## src/rtl/pmf_pkg.sv

```systemverilog
// Shared types, constants and helper functions of the pixellate mosaic frame block.
// No dependencies; every other file of the block imports this package.
package pmf_pkg;

   // Fixed field widths of the request, response and register ports.
   localparam int COORD_W  = 8;
   localparam int PIXEL_W  = 32;
   localparam int BSIZE_W  = 7;
   localparam int DIM_W    = 9;
   localparam int CSR_W    = 9;
   localparam int CSR_IDX_W = 2;
   localparam int CTR_W    = 9;
   localparam int REQ_DATA_W = 2 * COORD_W + PIXEL_W;

   // Largest frame in use; larger register values saturate to it.
   localparam int MAX_WIDTH  = 256;
   localparam int MAX_HEIGHT = 256;

   // Largest mosaic block side; larger register values saturate to it.
   localparam int MAX_BLOCK = 64;

   // Remainder iterations take one dividend bit per cycle.
   localparam int STEP_W = $clog2(COORD_W);

   // Register indexes of the configuration port.
   typedef enum logic [CSR_IDX_W-1:0] {
      CSR_BLOCK_SIZE   = 2'd0,
      CSR_IMAGE_WIDTH  = 2'd1,
      CSR_IMAGE_HEIGHT = 2'd2
   } csr_index_type;

   // Request kinds carried in tuser.
   typedef enum logic {
      REQ_WRITE = 1'b0,
      REQ_READ  = 1'b1
   } req_kind_type;

   typedef enum logic [2:0] {
      ST_IDLE,
      ST_DIV,
      ST_CENTER,
      ST_READ,
      ST_RESP
   } state_type;

   // Controller to datapath.
   typedef struct packed {
      logic load;
      logic div_step;
      logic center_load;
      logic mem_write;
      logic mem_read;
   } cmd_type;

   // Datapath to controller.
   typedef struct packed {
      logic req_read;
   } status_type;

   // One restoring step of the remainder: shift in the next dividend bit and
   // subtract the divisor when it fits.
   function automatic logic [BSIZE_W-1:0] rem_step(input logic [BSIZE_W-1:0] rem,
                                                   input logic               dbit,
                                                   input logic [BSIZE_W-1:0] size);
      logic [BSIZE_W:0] trial;
      trial = {rem, dbit};
      if (trial >= {1'b0, size}) begin
         trial = trial - {1'b0, size};
      end
      return trial[BSIZE_W-1:0];
   endfunction

endpackage

```

## src/rtl/pmf_ctrl.sv

```systemverilog
// Sequencing state machine of the pixellate mosaic frame block.
// Depends on pmf_pkg; drives the commands of pmf_datapath.
module pmf_ctrl (
   input  logic                clock,
   input  logic                reset,
   input  logic                req_tvalid,
   output logic                req_tready,
   output logic                rsp_tvalid,
   input  logic                rsp_tready,
   input  pmf_pkg::status_type sts,
   output pmf_pkg::cmd_type    cmd
);
   import pmf_pkg::*;

   localparam logic [STEP_W-1:0] LAST_STEP = STEP_W'(COORD_W - 1);

   state_type         state_ff, state_in;
   logic [STEP_W-1:0] step_ff, step_in;
   logic              accept;

   always_ff @(posedge clock) begin
      if (reset) begin
         state_ff <= ST_IDLE;
         step_ff  <= '0;
      end else begin
         state_ff <= state_in;
         step_ff  <= step_in;
      end
   end

   always_comb begin
      state_in   = state_ff;
      step_in    = step_ff;
      cmd        = '0;
      req_tready = 1'b0;
      rsp_tvalid = 1'b0;
      accept     = 1'b0;
      case (state_ff)
         ST_IDLE: begin
            req_tready = 1'b1;
            accept     = req_tvalid;
            if (accept) begin
               if (sts.req_read) begin
                  cmd.load = 1'b1;
                  step_in  = '0;
                  state_in = ST_DIV;
               end else begin
                  cmd.mem_write = 1'b1;
               end
            end
         end
         ST_DIV: begin
            cmd.div_step = 1'b1;
            step_in      = step_ff + 1'b1;
            if (step_ff == LAST_STEP) begin
               state_in = ST_CENTER;
            end
         end
         ST_CENTER: begin
            cmd.center_load = 1'b1;
            state_in        = ST_READ;
         end
         ST_READ: begin
            cmd.mem_read = 1'b1;
            state_in     = ST_RESP;
         end
         ST_RESP: begin
            rsp_tvalid = 1'b1;
            if (rsp_tready) begin
               state_in = ST_IDLE;
            end
         end
         default: begin
            state_in = ST_IDLE;
         end
      endcase
   end

endmodule

```

## config.mk

```make
export PLATFORM = sky130hd
export DESIGN_NAME = pmf_ctrl
export DESIGN_NICKNAME = d
export VERILOG_FILES = /design/src/rtl/pmf_pkg.sv /design/src/rtl/pmf_ctrl.sv
export SDC_FILE = /design/constraint.sdc
export NUM_CORES = 1
export LEC_CHECK = 0
export ABC_AREA = 1
export BUFFER_PORTS_ARGS = -buffer_cell sky130_fd_sc_hd__buf_2
export CORE_AREA = 8 8 45 47
export DETAILED_ROUTE_END_ITERATION = 6
export DIE_AREA = 0 0 53 55
export PLACE_DENSITY = 0.62
export SYNTH_ARGS = -nofsm -noshare
export SYNTH_HDL_FRONTEND = slang
export SYNTH_SLANG_ARGS = --single-unit
```

## constraint.sdc

```tcl
create_clock -name clock -period 1.45 [get_ports clock]
set_input_delay 0.2175 -clock clock [delete_from_list [all_inputs] [get_ports clock]]
set_output_delay 0.2175 -clock clock [all_outputs]
set_load 0.02 [all_outputs]
```

# == Word level (Yosys, flattened, before mapping) ==
# Cells that the tools add are included.
# totals
reg_bits,6
elab_cells,35
# classes
n_mux,19
addsub,1
n_reduce_logical,4
n_eq_ne,9
# op_table
cell,count
$mux 3,6
$pmux 3 s5,1
$mux 1,11
$ne 2x2->1 const B,4
$eq 3x2->1 const B,2
$eq 3x3->1 const B,2
$pmux 3 s2,1
$reduce_and 4->1,1
$add 3x1->3 const B,1
$eq 3x1->1 const B,1
$logic_not 3->1,1
$reduce_and 3->1,1
$reduce_bool 2->1,1

# == Depth between registers and ports, before layout ==
# Gate-level depths: netlist of the first run.
# depth
ltp_word,3
mapped_depth,8
mapped_depth_nobuf,8

# == Worst setup path before layout of the first run ==
# Ideal clock, no wire load.
# synth_path
path_kind,reg-to-output
startpoint,register state_ff[0]
endpoint,output cmd[4] (netlist name)
path_stages_with_launch,4
path_slack_ns,0.306
t_arrival_ns,0.926
path_cell_list,dfxtp_1 > nor2_4 > nand3_1 > nor2_1
# synth_lines
item,line_no,source
from (decl),pmf_ctrl.sv:17,"state_type state_ff, state_in;"
from (signal assigned),pmf_ctrl.sv:26,state_ff <= state_in;
to (decl),pmf_ctrl.sv:11,output pmf_pkg::cmd_type cmd

==> reports/summary.txt, run 1 <==
==================================================================================
Seq/Total Area, Yosys ...............................................       30.19%
Part of the power in registers ......................................        34.1%
Antenna violations before repair ....................................            0
Count of synthesis-stage warnings from yosys ........................            0
P_leak ..............................................................    0.2676 nW
Overall routing resource usage ......................................       6.725%
WP data arrival .....................................................      1160 ps
Ports ...............................................................           12
Total routed wirelength .............................................       860 um
RSZ-0062 raised after global routing ................................          yes
Syn Inst Count ......................................................           56
Signed area change from the synthesized netlist to the final layout .       24.53%
Area of the placeable core ..........................................   1384 sq um
Post-synth top flop ................................................. sky130_fd_sc_hd__dfxtp_1
Die outline area ....................................................   2915 sq um
Vias in the first global route ......................................          378
DR pass1 iterations .................................................            4
Pwr/cell area ....................................................... 1200 nW/um^2
Clock buffer count from CTS .........................................            3
Cells taking the most area after synthesis .......................... sky130_fd_sc_hd__dfxtp_1, sky130_fd_sc_hd__nand2_1, sky130_fd_sc_hd__nor2_1
Vias per std cell ...................................................        4.518
Number of levels in the clock H-tree ................................            1
Endpoint type of the worst setup path ...............................  output port
Post-route setup slack ..............................................     68.54 ps
Post-route minimum period ...........................................      1381 ps
FP Rows .............................................................           14
Sw Ratio ............................................................       39.65%
Post-placement worst setup slack ....................................     265.7 ps
Final worst-path cycle share ........................................       95.27%
Starting DRC count in detailed routing ..............................            4
Number of synthesized flops with an enable pin ......................            0
Starting Density ....................................................       28.75%
Max_slew headroom ...................................................       88.73%
Final design area excluding fillers .................................  495.5 sq um
Cells after DPL .....................................................           82
Fraction of final layout cells with drive strength greater than 1 ...       43.48%
Peak Freq ...........................................................   0.7239 GHz
Top cell type's share of synthesized area ...........................       30.19%
TritonCTS clock tree ................................................          yes
First-pass GRT wire length ..........................................     1.449 mm
Layout filler cell count ............................................          166
Post-Layout Cell Count ..............................................           85
Number of antenna cells inserted ....................................            0
Worst setup path class ..............................................   reg -> out
Tightest Hold Check Type ............................................    in -> reg
Routed vias .........................................................          384
Power share of the combinational group ..............................        39.4%
Final max-slew violation count ......................................            0
Total power consumption of the routed design ........................    0.5945 mW
Final setup viols ...................................................            0
Crit path launch type ...............................................     register
Nets ................................................................           78
GRT overflow ........................................................            0
Syn nets ............................................................           63
Count of clock tree sinks ...........................................            6
Mapped cell area ....................................................  397.9 sq um
Final GP Congestion .................................................       0.6978
Count of max-cap constraint violations ..............................            0
Clock skew ..........................................................     6.517 ps
Latest clock arrival within the worst-skew pair .....................       250 ps
CTS root buf ........................................................ sky130_fd_sc_hd__clkbuf_4
Required time of the critical path ..................................      1230 ps
Total of flip-flops plus latches after synthesis ....................            6
Internal cell power .................................................    0.3588 mW
Die boundary height .................................................        55 um
Clock network fraction of design power ..............................        26.5%
Distinct cell type count after synthesis ............................           19
Maximum number of pins on one net before global-route repair ........            9
Peak supply drop ....................................................     380.9 uV
Maximum clock insertion buffer count ................................            2
Run status .......................................................... finished, final reports clean
Clock-pin slew on the worst setup and hold paths ....................        50 ps
Cell with the most instances after synthesis ........................ sky130_fd_sc_hd__nand2_1
Instance area at placement ..........................................  465.4 sq um
Top cell type by total area after synthesis ......................... sky130_fd_sc_hd__dfxtp_1
Number of endpoints with negative hold slack in the final report ....            0
Port bufs ...........................................................           11
DRC violations left .................................................            0
Mean Syn Cell Area ..................................................  7.105 sq um
Maximum net fanout on the critical path .............................            5
Commonest cells post-synth .......................................... sky130_fd_sc_hd__nand2_1, sky130_fd_sc_hd__nor2_1, sky130_fd_sc_hd__inv_1
Half-perimeter wire length after placement ..........................     707.8 um
Actual slew at the worst max-slew pin ...............................     168.8 ps
Share of synthesized flip-flops with an asynchronous set or reset ...           0%
Power dissipated by switching net loads .............................    0.2357 mW
Floorplan die width .................................................        53 um
Average wire per standard cell ......................................     10.12 um
Remaining number of nets flagged by the antenna check after routing .            0
==================================================================================
==> worst paths after layout <==
kind	startpoint	end	slack, ps	depth (start not counted)
max reg2reg	step_ff[0]$_SDFFE_PP0P_	state_ff[0]$_SDFFE_PP0P_	260	8
min	reset	step_ff[1]$_SDFFE_PP0P_	210	2
max	state_ff[2]$_SDFFE_PP0P_	cmd[4]	70	4
min reg2reg	step_ff[1]$_SDFFE_PP0P_	step_ff[1]$_SDFFE_PP0P_	460	2
==> kinds of logic after synthesis <==
group	synth area share, %
AO/OA/AOI/OAI	9.118
adder cells (fa/ha/maj)	6.288
buffers and inverters	12.58
flip-flops	30.19
AND/OR/NAND/NOR	41.82
==> per-layer routing <==
metal  vias up  track usage, %  share of wire [%]
li1        204               -                  -
met1       169           6.393                 43
met2         9           11.52                 47
met3         2           2.674                7.9
met4         0           5.172                2.3
met5         -               0                  0
==> through the flow <==
step	TNS (ps)	hold slack, ps	utilization (%)
after floorplan	0	286.6	-
after global placement	0	452.3	33.63
after detailed placement	0	459.4	33.63
after CTS	0	199.8	35.35
after global routing	-7.481	214.9	35.80
final	0	207.3	35.80
==> layout make-up <==
cell class	instances	area (sq um)	share of cell area, %
clock buffer	3	22.52	4.545
inverter	11	42.54	8.586
multi-input combinational	38	230.2	46.46
sequential	6	122.6	24.75
tap	16	20.02	4.040
timing repair buffer	11	57.56	11.62
==> cells in the final DEF, fill, tap and decap left out, drive strengths merged <==
master	instances
nor2	10
nand3b	1
o21ai	2
a21oi	3
o211ai	1
nand4	1
nor3	1
ha	2
nand2	12
nand3	5
clkinv	1
clkbuf	3
dfxtp	6
buf	11
inv	10
==> critical path, stage by stage (launching register included) <==
cell and delay, ps:
sky130_fd_sc_hd__dfxtp_2 350, sky130_fd_sc_hd__nor2_4 180, sky130_fd_sc_hd__nand3_1 120, sky130_fd_sc_hd__nor2_1 100, sky130_fd_sc_hd__buf_2 170
==> power by group through the flow <==
stage | clock, mW | combinational [mW] | sequential (mW)
after CTS | 0.167 | 0.235 | 0.203
final | 0.157 | 0.234 | 0.203
after global routing | 0.178 | 0.262 | 0.205
after floorplan | 0 | 0.181 | 0.202
after detailed placement | 0 | 0.234 | 0.205
after global placement | 0 | 0.230 | 0.205
==> flip-flops by register name, summed over array words and instances (netlist names) <==
| signal | count |
|---|---|
| state_ff | 3 |
| step_ff | 3 |
==> what timing repair did <==
item                       4_1_cts  5_1_grt
gates cloned                     0        0
hold buffers                     0        0
pin swaps                        0        1
gates resized for setup          1        3
setup endpoints to repair        1        2
buffers inserted                 0        0
No activity file was read; power rests on OpenSTA's default activity.
==> inputs of run 2 (changes only) <==
--- a/config.mk
+++ b/config.mk
@@ -6,10 +6,10 @@
 export NUM_CORES = 1
 export LEC_CHECK = 0
 export ABC_AREA = 1
-export BUFFER_PORTS_ARGS = -buffer_cell sky130_fd_sc_hd__buf_2
-export CORE_AREA = 8 8 45 47
+export BUFFER_PORTS_ARGS = -buffer_cell sky130_fd_sc_hd__buf_4
+export CORE_AREA = 2 2 39 41
 export DETAILED_ROUTE_END_ITERATION = 6
-export DIE_AREA = 0 0 53 55
+export DIE_AREA = 0 0 41 43
 export PLACE_DENSITY = 0.62
 export SYNTH_ARGS = -nofsm -noshare
 export SYNTH_HDL_FRONTEND = slang
==> run 2 against run 1 <==
Compared with the run above:
- cell count is 1.2% higher
- register-to-register slack hardly changed
- count of clock-buffer cells in the layout stayed put
- die area is 40% lower
- sequential cell count stayed put
- worst hold slack worse by 37 ps
- clock power is 3% lower
- utilization is 2.2 points higher
- sequential share of layout area is 1.4 points lower
- critical endpoint unchanged
- largest cell class unchanged
- largest power group unchanged
==> reports/summary.txt, run 2 (synthesis results as in run 1) <==
==================================================================================
Final GP Congestion .................................................       0.6870   was 0.6978
CTS root buf ........................................................ sky130_fd_sc_hd__clkbuf_4   unchanged
Fraction of final layout cells with drive strength greater than 1 ...       42.86%   was 43.48%
Number of levels in the clock H-tree ................................            1   unchanged
Required time of the critical path ..................................      1230 ps   about the same
Vias in the first global route ......................................          322   was 378
Routed vias .........................................................          386   was 384
WP data arrival .....................................................      1170 ps   was 1160 ps
Total routed wirelength .............................................       805 um   was 860 um
Peak supply drop ....................................................     571.9 uV   was 380.9 uV
Area of the placeable core ..........................................   1384 sq um   unchanged
FP Rows .............................................................           14   unchanged
Max_slew headroom ...................................................       88.51%   was 88.73%
Maximum number of pins on one net before global-route repair ........            9   unchanged
Vias per std cell ...................................................        4.488   was 4.518
DRC violations left .................................................            0   unchanged
Summed negative setup slack over all endpoints ......................         0 ps   unchanged
Port bufs ...........................................................           11   unchanged
Worst setup path class ..............................................   reg -> out   unchanged
RSZ-0062 raised after global routing ................................           no   was yes
Tightest Hold Check Type ............................................    in -> reg   unchanged
Count of max-cap constraint violations ..............................            0   unchanged
Die boundary height .................................................        43 um   was 55 um
Clock-pin slew on the worst setup and hold paths ....................        50 ps   about the same
DR pass1 iterations .................................................            4   unchanged
Peak Freq ...........................................................   0.7210 GHz   was 0.7239 GHz
Actual slew at the worst max-slew pin ...............................     172.1 ps   was 168.8 ps
Reg2reg setup slack .................................................       270 ps   was 260 ps
Endpoint type of the worst setup path ...............................  output port   unchanged
Final design area excluding fillers .................................  525.5 sq um   was 495.5 sq um
Maximum net fanout on the critical path .............................            5   unchanged
GRT overflow ........................................................            0   unchanged
Clock buffer count from CTS .........................................            3   unchanged
Crit path launch type ...............................................     register   unchanged
Post-CTS Hold Buffers ...............................................            0   unchanged
Nets ................................................................           79   was 78
Remaining number of nets flagged by the antenna check after routing .            0   unchanged
Ports ...............................................................           12   unchanged
Leading cell type in the layout, fill and taps excluded ............. sky130_fd_sc_hd__buf_4
Maximum clock insertion buffer count ................................            2   unchanged
Overall routing resource usage ......................................       11.38%   was 6.725%
Final worst-path cycle share ........................................       95.65%   was 95.27%
Half-perimeter wire length after placement ..........................     642.1 um   was 707.8 um
Number of endpoints with negative hold slack in the final report ....            0   unchanged
Count of clock tree sinks ...........................................            6   unchanged
Average wire per standard cell ......................................     9.360 um   was 10.12 um
Number of antenna cells inserted ....................................            0   unchanged
Antenna violations before repair ....................................            0   unchanged
Largest registers ................................................... state_ff x3, step_ff x3   unchanged
Instance area at placement ..........................................  493.0 sq um   was 465.4 sq um
P_leak ..............................................................    0.2772 nW   was 0.2676 nW
Starting Density ....................................................       28.75%   unchanged
Final max-slew violation count ......................................            0   unchanged
First-pass GRT wire length ..........................................     1.276 mm   was 1.449 mm
Highest-count cells in the layout ignoring fill and taps ............ sky130_fd_sc_hd__buf_4, sky130_fd_sc_hd__nand2_1, sky130_fd_sc_hd__nor2_1   was sky130_fd_sc_hd__nand2_1, sky130_fd_sc_hd__buf_2, sky130_fd_sc_hd__inv_1, sky130_fd_sc_hd__nor2_1
Latest clock arrival within the worst-skew pair .....................       240 ps   was 250 ps
Post-route minimum period ...........................................      1387 ps   was 1381 ps
Final setup viols ...................................................            0   unchanged
Pwr/cell area ....................................................... 1158 nW/um^2   was 1200 nW/um^2
Die outline area ....................................................   1763 sq um   was 2915 sq um
Clock skew ..........................................................     3.590 ps   was 6.517 ps
Signed area change from the synthesized netlist to the final layout .       32.08%   was 24.53%
Starting DRC count in detailed routing ..............................            9   was 4
Run status .......................................................... finished, final reports clean   unchanged
Floorplan die width .................................................        41 um   was 53 um
TritonCTS clock tree ................................................          yes   unchanged
==================================================================================
run 2: metrics by stage:
stage | power [mW] | util (%) | hold WS (ps) | setup WS [ps] | std cells
2_1_floorplan | 0.3822 | - | 286.6 | 306.4 | 56
3_3_place_gp | 0.4497 | 35.62 | 426.2 | 308.4 | 82
3_5_place_dp | 0.4505 | 35.62 | 423.9 | 279.7 | 82
4_1_cts | 0.6130 | 37.25 | 156.5 | 25.91 | 85
5_1_grt | 0.6616 | 37.97 | 157.4 | 5.757 | 86
6_report | 0.6087 | 37.97 | 170.0 | 63.01 | 86
run 2: critical path, stage by stage, from the launching register on:
cell and delay (ps):
sky130_fd_sc_hd__dfxtp_2 350, sky130_fd_sc_hd__nor2_4 170, sky130_fd_sc_hd__nand3_1 140, sky130_fd_sc_hd__nor2_1 110
sky130_fd_sc_hd__buf_4 150
run 2: per-layer routing:
metal | up-vias | part of all wire, % | track usage (%)
met5 | - | 0 | 0
met4 | 0 | 1.2 | 10.00
li1 | 205 | - | -
met2 | 10 | 48 | 15.63
met3 | 2 | 5.8 | 4.712
met1 | 169 | 45 | 12.66
run 2: worst paths after layout:
path / cells past startpoint / from / endpoint
worst max-delay path: 4 / state_ff[2]$_SDFFE_PP0P_ / cmd[4]
worst max register to register: 8 / step_ff[0]$_SDFFE_PP0P_ / state_ff[0]$_SDFFE_PP0P_
worst min register to register: 2 / step_ff[1]$_SDFFE_PP0P_ / step_ff[1]$_SDFFE_PP0P_
worst min-delay path: 2 / reset / step_ff[1]$_SDFFE_PP0P_
run 2: timing repair:
item,in CTS,in global routing
setup buffers,0,1
setup endpoints to repair,0,2
gates resized for setup,0,2
run 2: layout make-up:
class | count | area, sq um
sequential | 6 | 122.6
tap | 16 | 20.02
multi-input combinational | 38 | 227.7
timing repair buffer | 12 | 90.09
inverter | 11 | 42.54
clock buffer | 3 | 22.52
fill | 150 | 858.3
run 2: report_power, final:
group	leakage, nW	switching [mW]	total [mW]	internal, mW
Sequential	0.0497	0.0195	0.204	0.184
Combinational	0.214	0.152	0.253	0.101
Clock	0.0138	0.0582	0.152	0.0935
